==> src/design/bis_pkg.sv <==
// Shared types and constants for the bicubic image scaler.
// No dependencies; imported by every module of the block.
`timescale 1ns / 1ps
`default_nettype none

package bis_pkg;

  // Field widths
  localparam int COORD_W  = 12;
  localparam int SAMPLE_W = 8;
  localparam int SIZE_W   = 9;
  localparam int STEP_W   = 25;
  localparam int CFG_W    = 25;
  localparam int CFG_IDX_W = 2;

  // Fixed-point widths: Q14 weights, integer source position
  localparam int WGT_W  = 16;
  localparam int BASE_W = 22;
  localparam int POS_W  = 23;
  localparam int PROD_W = 2 * WGT_W;
  localparam int SUM_W  = 44;

  // Default store size
  localparam int DEF_MAX_SRC_WIDTH  = 256;
  localparam int DEF_MAX_SRC_HEIGHT = 256;

  // Register indexes
  localparam logic [CFG_IDX_W-1:0] REG_SRC_WIDTH  = 2'd0;
  localparam logic [CFG_IDX_W-1:0] REG_SRC_HEIGHT = 2'd1;
  localparam logic [CFG_IDX_W-1:0] REG_X_STEP     = 2'd2;
  localparam logic [CFG_IDX_W-1:0] REG_Y_STEP     = 2'd3;

  // Register reset values
  localparam logic [SIZE_W-1:0] RST_SRC_WIDTH  = 9'd256;
  localparam logic [SIZE_W-1:0] RST_SRC_HEIGHT = 9'd256;
  localparam logic [STEP_W-1:0] RST_STEP       = 25'd65536;

  // Item codes
  localparam logic FUNC_LOAD    = 1'b0;
  localparam logic FUNC_COMPUTE = 1'b1;

  typedef struct packed {
    logic                func;
    logic [COORD_W-1:0]  col;
    logic [COORD_W-1:0]  row;
    logic [SAMPLE_W-1:0] sample;
  } bis_item_t;

  typedef logic signed [WGT_W-1:0] wgt_t;

endpackage

`default_nettype wire

==> src/design/bis_front.sv <==
// Front end: accepts input items and holds them in a two-entry queue.
// Depends on bis_pkg.
`timescale 1ns / 1ps
`default_nettype none

module bis_front (
  input  wire                          clk,
  input  wire                          rst,
  input  wire                          in_valid,
  output logic                         in_stall,
  input  wire  bis_pkg::bis_item_t     in_item,
  output logic                         q_valid,
  input  wire                          q_pop,
  output bis_pkg::bis_item_t           q_item
);
  import bis_pkg::*;

  bis_item_t  slots [2];
  logic       wr_ptr;
  logic       rd_ptr;
  logic [1:0] count;
  logic       push;

  assign in_stall = (count == 2'd2);
  assign push     = in_valid && !in_stall;
  assign q_valid  = (count != 2'd0);
  assign q_item   = slots[rd_ptr];

  // Store incoming item
  always_ff @(posedge clk) begin
    if (push) begin
      slots[wr_ptr] <= in_item;
    end
  end

  // Advance pointers and fill count
  always_ff @(posedge clk) begin
    if (rst) begin
      wr_ptr <= 1'b0;
      rd_ptr <= 1'b0;
      count  <= 2'd0;
    end else begin
      if (push) begin
        wr_ptr <= ~wr_ptr;
      end
      if (q_pop) begin
        rd_ptr <= ~rd_ptr;
      end
      case ({push, q_pop})
        2'b10:   count <= count + 2'd1;
        2'b01:   count <= count - 2'd1;
        default: count <= count;
      endcase
    end
  end

endmodule

`default_nettype wire

==> config.mk <==
export PLATFORM = sky130hd
export DESIGN_NAME = bis_front
export DESIGN_NICKNAME = d
export VERILOG_FILES = /design/src/design/bis_pkg.sv /design/src/design/bis_front.sv
export SDC_FILE = /design/constraint.sdc
export NUM_CORES = 1
export LEC_CHECK = 0
export ABC_AREA = 1
export BUFFER_PORTS_ARGS = -buffer_cell sky130_fd_sc_hd__buf_4
export CORE_MARGIN = 5
export CORE_UTILIZATION = 30
export DETAILED_ROUTE_END_ITERATION = 8
export GPL_ROUTABILITY_DRIVEN = 1
export SYNTH_ARGS = -nofsm -noshare
export SYNTH_HDL_FRONTEND = slang
export SYNTH_SLANG_ARGS = --single-unit
==> constraint.sdc <==
create_clock -name clk -period 3.58 [get_ports clk]
set_input_delay 0.716 -clock clk [delete_from_list [all_inputs] [get_ports clk]]
set_output_delay 0.716 -clock clk [all_outputs]
set_load 0.01 [all_outputs]
# [Yosys cells after proc, flatten, opt, wreduce, memory -nomap -nowiden]
# Memory sizes are Yosys's and may differ from the RTL's. A register that Yosys moved wholly into a read port is not among the register bits.
# Index checks and enable logic that the tools add are counted.
[word_totals] word_cells=20 mem_bits_rw=66 reg_bits=4 output_inout_bits=35 memories=1 in_bits=37
[memory_table] name="slots" depth=2 width=33 read_ports=1 rd_clocked_by_memory_dff=1 write_ports=1 line_no="bis_front.sv:18" source="bis_item_t slots [2];"
[op_classes] reduce_logical=4 n_mux=5 n_bitwise=2 n_eq_ne=3 add_sub_neg=2
[op_table] cell="$eq A2 B2 Y1 const B" n=2
[op_table] cell="$mux W1" n=4
[op_table] cell="$pmux W2 S2" n=1
[op_table] cell="$reduce_bool A2 Y1" n=2
[op_table] cell="$add A2 B1 Y2 const B" n=1
[op_table] cell="$eq A2 B1 Y1 const B" n=1
[op_table] cell="$not A1 Y1" n=2
[op_table] cell="$sub A2 B1 Y2 const B" n=1
[op_table] cell="$logic_and A1 B1 Y1" n=1
[op_table] cell="$logic_not A1 Y1" n=1

# [Depth between registers and ports, before layout]
# Gate-level depths: netlist of the first run.
[depth] word_depth=5 ltp_mapped=10

# [Worst setup path before layout of the first run]
# No wires, ideal clock.
[synth_path] path_type="input port to flip-flop" startpoint="in in_valid" endpoint="mem slots[0][0] (netlist bit), enable pin" slack_ns=0.796 stages=4 n_path_buf=0 arrival_ns=2.361 required_time_ns=3.157 cell_sequence="inv_1 nor2_1 inv_1 nor2_1"
[synth_between] elab_chain_len=3
[synth_lines] element="from (decl)" line_no="bis_front.sv:9" source="input wire in_valid,"
[synth_lines] element="$logic_and A1 B1 Y1" line_no="bis_front.sv:25" source="assign push = in_valid && !in_stall;"
[synth_lines] element="$mux W1" line_no="bis_front.sv:31" source="if (push) begin"
[synth_lines] element="$mux W1 (implied by the code)" line_no="bis_front.sv:32" source="slots[wr_ptr] <= in_item;"
[synth_lines] element="to (decl)" line_no="bis_front.sv:18"
# Every way passes these cells.

==> results of run 1 <==
## sequential cells by signal, summed over array words and instances (netlist names), named ones only
register	flops
count	2
rd_ptr	1
slots	66
wr_ptr	1
## cell families (layout without fill, tap and decap cells)
group | after synthesis | in the layout
AND/OR/NAND/NOR | 19 | 19
multiplexers | 33 | 33
buffers and inverters | 12 | 98
flip-flops | 71 | 71
adder cells (fa/ha/maj) | 1 | 1
AO/OA/AOI/OAI | 2 | 2
XOR/XNOR | 1 | 1
## final timing paths
path                  from          end  slack (ns)
setup / recovery      flop   q_item[15]        0.90
hold / removal    count[1]     count[1]        0.51
setup reg to reg  count[1]  slots[0][6]        1.73
hold reg to reg   count[1]     count[1]        0.51
## worst register-to-register path: stages (launching register included)
cell	delay, ns
dfxtp_1	0.33
inv_1	0.07
nor2_1	0.05
nor2_1	0.16
inv_1	0.12
nor2_4	0.47
buf_4	0.35
## through the flow
| step | power, mW | util | setup WS (ns) | cell area [µm²] | cells |
|---|---|---|---|---|---|
| 3_5_place_dp | 1.33 | 0.374 | 1.20 | 3400 | 320 |
| 6_report | 1.85 | 0.393 | 0.904 | 3580 | 336 |
| 3_3_place_gp | 1.32 | 0.374 | 1.24 | 3400 | 320 |
| 5_1_grt | 1.94 | 0.393 | 0.780 | 3580 | 336 |
| 2_1_floorplan | 1.20 | - | 0.796 | 2770 | 139 |
| 4_1_cts | 1.88 | 0.393 | 0.828 | 3580 | 336 |
## where the power goes
group	internal [mW]	total (mW)	switching, mW	leakage, nW
Sequential	0.980	1.01	0.0273	0.658
Combinational	0.168	0.294	0.126	0.689
Clock	0.251	0.548	0.298	0.0776
## Yosys cell counts
cell type and count:
edfxtp_1 66, mux2_4 30, nor2_1 11, inv_1 8
nand2_1 7, dfxtp_1 5, buf_12 3, mux2_2 3
a21oi_1 1, buf_6 1, ha_1 1, nand4_1 1
o21ai_0 1, xnor2_1 1
## metal layers
metal	track usage	vias to the layer above	share of wire
li1	-	676	-
met1	0.0899	656	0.39
met5	0	-	0
met3	0.0364	6	0.067
met4	0.0361	0	0.014
met2	0.146	41	0.53
## cell type report
cell class	count	share of cell area
clock buffer	9	0.0346
clock inverter	7	0.0136
inverter	8	0.00839
multi-input combinational	56	0.167
sequential	71	0.582
tap	111	0.0388
timing repair buffer	74	0.155
==> out/metrics.sh, run 1 <==
MAXIMUM_CLOCK_SKEW_AT_FINAL_LAYOUT_NS=0.00783
PORTION_OF_NETLIST_AREA_OCCUPIED_BY_MUX_CELLS=0.175
FP-ROW-COUNT=35
SYNTH_XOR_XNOR_AREA_SHARE=0.00316
CP-START-KIND='flop'
CLOCK_TREE.HTREE_LEVEL_COUNT=3
OUTCOME='completed'
WORSTSETUPPATHTYPE='flop to primary output'
YOSYS.AREA.TOP_TYPE='edfxtp_1'
REPORT.FINAL.SETUP_VIOL=0
POSTSYNTHCELLCOUNT=139
SYNTH.TOP_CELLS.BY_AREA='edfxtp_1 71%, mux2_4 16%, dfxtp_1 3.6%'
CPMOSTUSEDCELL='buf_4'
LAYOUT-DRIVE-GT1-SHARE=0.556
AREA_GROWTH_PCT=29.0
TIMING.HOLD.WORST_PATH_DEPTH=2
PIN_COUNT_OF_THE_BIGGEST_NET_ENTERING_GLOBAL_ROUTING=22
ROOT_BUFFER_CELL='clkbuf_8'
GR-TOTAL-OVERFLOW=0
DRT_FIRST_PASS_ITERS=3
ENDPOINT_REQUIRED_TIME_ON_THE_CRITICAL_PATH_NS=2.86
DRC_MARKERS=0
CRITPATHCAPTURETYPE='primary output'
TRACK_USAGE=0.0846
INSERTION_DELAY_NS=0.34
DR_TOTAL_VIAS=1379
P_PER_AREA_nW_PER_UM2=517
TOTALWIRELENGTH_MM=4.69
FINALSETUPTNS_NS=0
NUMPORTBUFFERS=71
CRITICAL-PATH-MAX-STAGE-DELAY_NS=0.73
AREA_OF_THE_MAPPED_NETLIST_UM2=2770
SYNTH-COMPOUND-AREA-SHARE=0.00361
MAX-CAP-VIOLATIONS=0
SEQCELLAREA_UM2=2080
WORST-PATH-BUF-INV=2
VDD_DROP_MAX_V=0.000240
CP.ARRIVAL_NS=1.96
SYNTH_AREA_PER_CELL_UM2=19.9
WIRE_PER_INST_UM=14.0
DETAILEDPLACEMENTHPWL_MM=3.26
IO_PINS=72
FIN_CRIT_SH=0.748
DIE-HEIGHT_UM=106
SYNTHADDERAREAFRAC=0.00451
INITIAL_ANTENNA_VIOLATION_COUNT=0
VIA_COUNT_OF_THE_FIRST_GLOBAL_ROUTING_PASS=1462
PLACE_CONGESTION=0.699
HOLD_BUFFERS=0
SYNTH-SIMPLE-AREA-SHARE=0.0266
CLKTRANSATPATHREGS_NS=0.07
FLOORPLAN.CORE_AREA_UM2=9110
CTS_BUFFERS=9
FINAL_NET_COUNT=258
MAX_CLOCK_FREQ_GHz=0.374
MIN_PERIOD_NS=2.68
CTS_TREE='yes'
FIN_HOLD_WS_NS=0.512
TOTAL_LEAKAGE_POWER_nW=1.42
FINAL_MAX_SLEW_VIOL_COUNT=0
YOSYSSEQAREASHARE=0.751
CLKSINKCOUNT=71
DIE-AREA_UM2=11300
MAX_SLEW.WORST_PIN.SLEW_NS=0.618
SYNTH_FP_NETS=177
CRITICAL_PATH_CELL_COUNT=3
NUM-FILL-CELLS=849
MOST-COMMON-LAYOUT-CELLS='74 x buf_4, 66 x edfxtp_1, 30 x mux2_4, 10 x nor2_1, 9 x clkbuf_8'
SYNTH_TOP_FAMILY_BY_AREA='multiplexers'
SYNTHDOMINANTCELLAREASHARE=0.715
DETAIL_ROUTE.VIAS_PER_CELL=4.10
HOLD_VIOLATIONS=0
GRT_PASS1_WL_MM=7.17
MAXSLEWHEADROOM=0.588
R2R.WORST_PATH.CELLS=6
GRT_SETUP_UNREPAIRED='false'
MULTIINPUTGATEAREA_UM2=597
POSTCTSRESIZEDCELLS=0
CP_MAX_FO=19
TIMING.HOLD.WORST.CLASS='flop to flop'
CRITPATHSLOWESTCELL='dfxtp_2'
FLOORPLAN.INITIALDENSITY=0.304
FINAL_ANTENNA_NET_COUNT=0
YS_SEQ_ELEMENTS=71
PATH_CELLS='buf_4 -> mux2_4 -> buf_4'
CPLARGESTDELAYFAMILY='flip-flops'
DIE-WIDTH_UM=106
DETAIL_ROUTE.ITER0.VIOLATIONS=40
CLOCK_PATH_BUFFERS=2
CTS_SETUP_BUFFERS=0
COUNT_OF_YOSYS_WARNINGS_DURING_SYNTHESIS=0
MOST_COMMON_LIBRARY_CELL_IN_THE_LAYOUT_IGNORING_FILL_AND_TAPS='buf_4'
SYNTH_CELL_TYPES=14
N_ANTENNA_CELL=0
No activity file was read; power rests on OpenSTA's default activity.
==> run 2: changes to the inputs <==
--- a/config.mk
+++ b/config.mk
@@ -5,7 +5,7 @@
 export SDC_FILE = /design/constraint.sdc
 export NUM_CORES = 1
 export LEC_CHECK = 0
-export ABC_AREA = 1
+export ABC_AREA = 0
 export BUFFER_PORTS_ARGS = -buffer_cell sky130_fd_sc_hd__buf_4
 export CORE_MARGIN = 5
 export CORE_UTILIZATION = 30
==> constraint.sdc (replaced) <==
create_clock -name clk -period 2.47 [get_ports clk]
set_input_delay 0.494 -clock clk [delete_from_list [all_inputs] [get_ports clk]]
set_output_delay 0.494 -clock clk [all_outputs]
set_load 0.01 [all_outputs]
==> out/metrics.sh, run 2 <==
OUTCOME='completed'
SYNTHDOMINANTCELLAREASHARE=0.764  # +0.0497
WORST-PATH-BUF-INV=2  # unchanged
REPORT.FINAL.SETUP_VIOL=0  # unchanged
CLOCK_TREE.HTREE_LEVEL_COUNT=3  # unchanged
CRITPATHCAPTURETYPE='primary output'
SYNTH_CELL_TYPES=17  # +3
N_ANTENNA_CELL=0  # unchanged
DIE-WIDTH_UM=103  # -3.0%
MAX-CAP-VIOLATIONS=0  # unchanged
DR_TOTAL_VIAS=1385  # +0.44%
CTS_SETUP_BUFFERS=0  # unchanged
POWER.SEQUENTIAL.FRACTION=0.515  # -0.030
DIE-HEIGHT_UM=103  # -3.0%
PLACE_CONGESTION=0.690  # -1.3%
TOTALWIRELENGTH_MM=4.69  # about the same
CLOCK_PATH_BUFFERS=2  # unchanged
P_PER_AREA_nW_PER_UM2=824  # +59%
DETAIL_ROUTE.ITER0.VIOLATIONS=20  # -50%
WIRE_PER_INST_UM=14.6  # +4.6%
CLKTRANSATPATHREGS_NS=0.07  # about the same
GR-TOTAL-OVERFLOW=0  # unchanged
ROOT_BUFFER_CELL='clkbuf_8'
HOLD_VIOLATIONS=0  # unchanged
INITIAL_ANTENNA_VIOLATION_COUNT=0  # unchanged
COUNT_LEADER_SYNTH='edfxtp_1'
POSTCTSRESIZEDCELLS=0  # unchanged
DETAIL_ROUTE.VIAS_PER_CELL=4.31  # +5.1%
MAXSLEWHEADROOM=0.694  # +0.107
TOTAL_LEAKAGE_POWER_nW=1.31  # -8.3%
NETSWITCHINGFRACTION=0.219  # -0.0249
POWER.SHARE.COMBINATIONAL=0.157  # -0.002
POST_PLACEMENT_CELL_AREA_UM2=3260  # -4.2%
PATH_CELLS='buf_4 -> mux2_2 -> buf_4'
MIN_PERIOD_NS=2.10
DRC_MARKERS=0  # unchanged
SYNTH.TOP_CELLS.BY_AREA='edfxtp_1 76%, mux2_2 14%, dfxtp_1 3.9%'
TIMING.HOLD.WORST_PATH_DEPTH=1  # -1
FINAL_MAX_SLEW_VIOL_COUNT=0  # unchanged
HOLD_BUFFERS=0  # unchanged
YOSYSSEQAREASHARE=0.803  # +0.0522
R2R.WORST_PATH.CELLS=5  # -1
MOST-COMMON-LAYOUT-CELLS='74 x buf_4, 66 x edfxtp_1, 33 x mux2_2, 9 x clkbuf_8, 5 x dfxtp_1'
CPMOSTUSEDCELL='buf_4'
FP-ROW-COUNT=34  # -2.9%
MAX_SLEW.WORST_PIN.SLEW_NS=0.458  # -0.160 ns
LARGEST_REGISTERS='slots (66), count (2)'
MAXIMUM_CLOCK_SKEW_AT_FINAL_LAYOUT_NS=0.00272  # -0.00512 ns
CP-START-KIND='flop'
DETAILEDPLACEMENTHPWL_MM=3.08  # -5.4%
GRT_SETUP_UNREPAIRED='false'
CP_MAX_FO=33  # +14
YOSYS.AREA.TOP_TYPE='edfxtp_1'
AREA_OF_THE_MAPPED_NETLIST_UM2=2590  # -6.5%
COUNT_OF_YOSYS_WARNINGS_DURING_SYNTHESIS=0  # unchanged
RRSETUPSLACK_NS=0.74  # -0.99 ns
SYNTH_FP_NETS=166  # -6.2%
FIN_CRIT_SH=0.849
CTS_BUFFERS=9  # unchanged
FINAL_ANTENNA_NET_COUNT=0  # unchanged
HOLD_PATH.STARTPOINT='in_item[16]'
CRITPATHSLOWESTCELL='mux2_2'
LAYOUT-DRIVE-GT1-SHARE=0.573  # +0.0172
ENDPOINT_REQUIRED_TIME_ON_THE_CRITICAL_PATH_NS=1.98  # -0.88 ns
FINAL_NET_COUNT=247  # -4.3%
RELATIVE_CONTRIBUTION_OF_THE_CLOCK_NETWORK_TO_TOTAL_POWER=0.328  # +0.032
VIA_COUNT_OF_THE_FIRST_GLOBAL_ROUTING_PASS=1413  # -3.4%
AREA_GROWTH_PCT=33.6
CAPTURE_POINT_OF_THE_WORST_REG_TO_REG_PATH='slots[0][0]'
VDD_DROP_MAX_V=0.000263  # +9.9%
MAX_CLOCK_FREQ_GHz=0.477
YS_SEQ_ELEMENTS=71  # unchanged
NETLIST_TOP_CELLS_COUNT='66 x edfxtp_1, 33 x mux2_2, 5 x dfxtp_1'
CPLARGESTDELAYFAMILY='buffers and inverters'
FLOORPLAN.CORE_AREA_UM2=8550  # -6.1%
TIMING.HOLD.WORST.CLASS='input pin to flop'
LARGEST_REGISTER_FF_COUNT=66  # unchanged
ASYNCSETRESETFLOPFRACSYNTH=0  # unchanged
CRITICAL-PATH-MAX-STAGE-DELAY_NS=0.40  # -0.33 ns
TRACK_USAGE=0.0923  # +0.00765
SYNTH_AREA_PER_CELL_UM2=20.3  # +1.5%
CTS_TREE='yes'
STDCELL_AREA_UM2=3460  # -3.2%
INTERNAL_POWER_mW=2.23  # +59%
CP.ARRIVAL_NS=1.60  # -0.36 ns
DRT_FIRST_PASS_ITERS=4  # +1
IO_PINS=72  # unchanged
NUMPORTBUFFERS=71  # unchanged
GRT_PASS1_WL_MM=7.00  # -2.3%
WORSTSETUPPATHTYPE='flop to primary output'
FLOORPLAN.INITIALDENSITY=0.303  # -0.00121
INSERTION_DELAY_NS=0.34  # about the same
WORST_R2R_STARTPOINT='count[0]'
WORST_CASE_HOLD_PATH_END_POINT='slots[1][16]'
PIN_COUNT_OF_THE_BIGGEST_NET_ENTERING_GLOBAL_ROUTING=34  # +55%
YS.FLOP_TYPE='edfxtp_1'
LARGEST-REGISTER='slots'
P_SWITCHING_mW=0.625  # +38%
POSTSYNTHCELLCOUNT=128  # -7.9%
SYNTH_EDF_COUNT=66  # unchanged
MOST_COMMON_LIBRARY_CELL_IN_THE_LAYOUT_IGNORING_FILL_AND_TAPS='buf_4'
DIE-AREA_UM2=10600  # -5.9%
CLKSINKCOUNT=71  # unchanged
FINALSETUPTNS_NS=0  # unchanged
==> run 2: kinds of logic (layout without fill, tap and decap cells) <==
| kind of cell | count (synthesis) | count (layout) | share of synthesized area |
|---|---|---|---|
| fa+ha+maj | 1 | 1 | 0.00483 |
| compound gates | 4 | 4 | 0.00772 |
| flops | 71 | 71 | 0.803 |
| buf+inv | 7 | 92 | 0.0121 |
| xor+xnor | 3 | 3 | 0.0101 |
| simple gates | 9 | 9 | 0.0188 |
| mux | 33 | 33 | 0.143 |
==> run 2: worst max path at each step <==
stage | startpoint | endpoint | depth (start not counted)
floorplan | count[0] | slots[0][0] | 4
global placement | in_valid | slots[0][32] | 5
detailed placement | in_valid | slots[0][30] | 5
CTS | flop | q_item[8] | 3
global route | flop | q_item[3] | 3
finish | flop | q_item[3] | 3
==> run 2: per-stage QoR <==
| step | setup WS, ns | util | hold slack, ns | total power, mW | cells |
|---|---|---|---|---|---|
| 2_1_floorplan | 0.536 | - | 0.452 | 1.72 | 128 |
| 3_3_place_gp | 0.648 | 0.382 | 0.476 | 1.95 | 306 |
| 3_5_place_dp | 0.635 | 0.382 | 0.474 | 1.96 | 306 |
| 4_1_cts | 0.323 | 0.405 | 0.314 | 2.90 | 321 |
| 5_1_grt | 0.287 | 0.405 | 0.313 | 2.99 | 321 |
| 6_report | 0.373 | 0.405 | 0.335 | 2.85 | 321 |
==> run 2: power groups by stage <==
stage          Combinational, mW  Clock (mW)  Sequential, mW
2_1_floorplan              0.231           0            1.49
3_3_place_gp               0.457           0            1.49
6_report                   0.447       0.936            1.47
3_5_place_dp               0.460           0            1.50
4_1_cts                    0.462       0.971            1.47
5_1_grt                    0.488        1.02            1.48
==> run 2: layout make-up <==
cell class	count	area, µm²
inverters	3	11.3
well taps	108	135
multi-input cells	50	479
clock inverters	6	76.3
flip-flops and latches	71	2080
repair buffers	74	556
fillers	763	5090
clock buffers	9	124
==> run 2: per-layer routing <==
metal | global-route usage | part of all wire | up-vias | wire length (µm)
li1 | - | - | 650 | -
met1 | 0.111 | 0.41 | 677 | 1920
met2 | 0.140 | 0.48 | 48 | 2270
met3 | 0.0291 | 0.080 | 10 | 373
met4 | 0.0657 | 0.027 | 0 | 125
met5 | 0 | 0 | - | 0
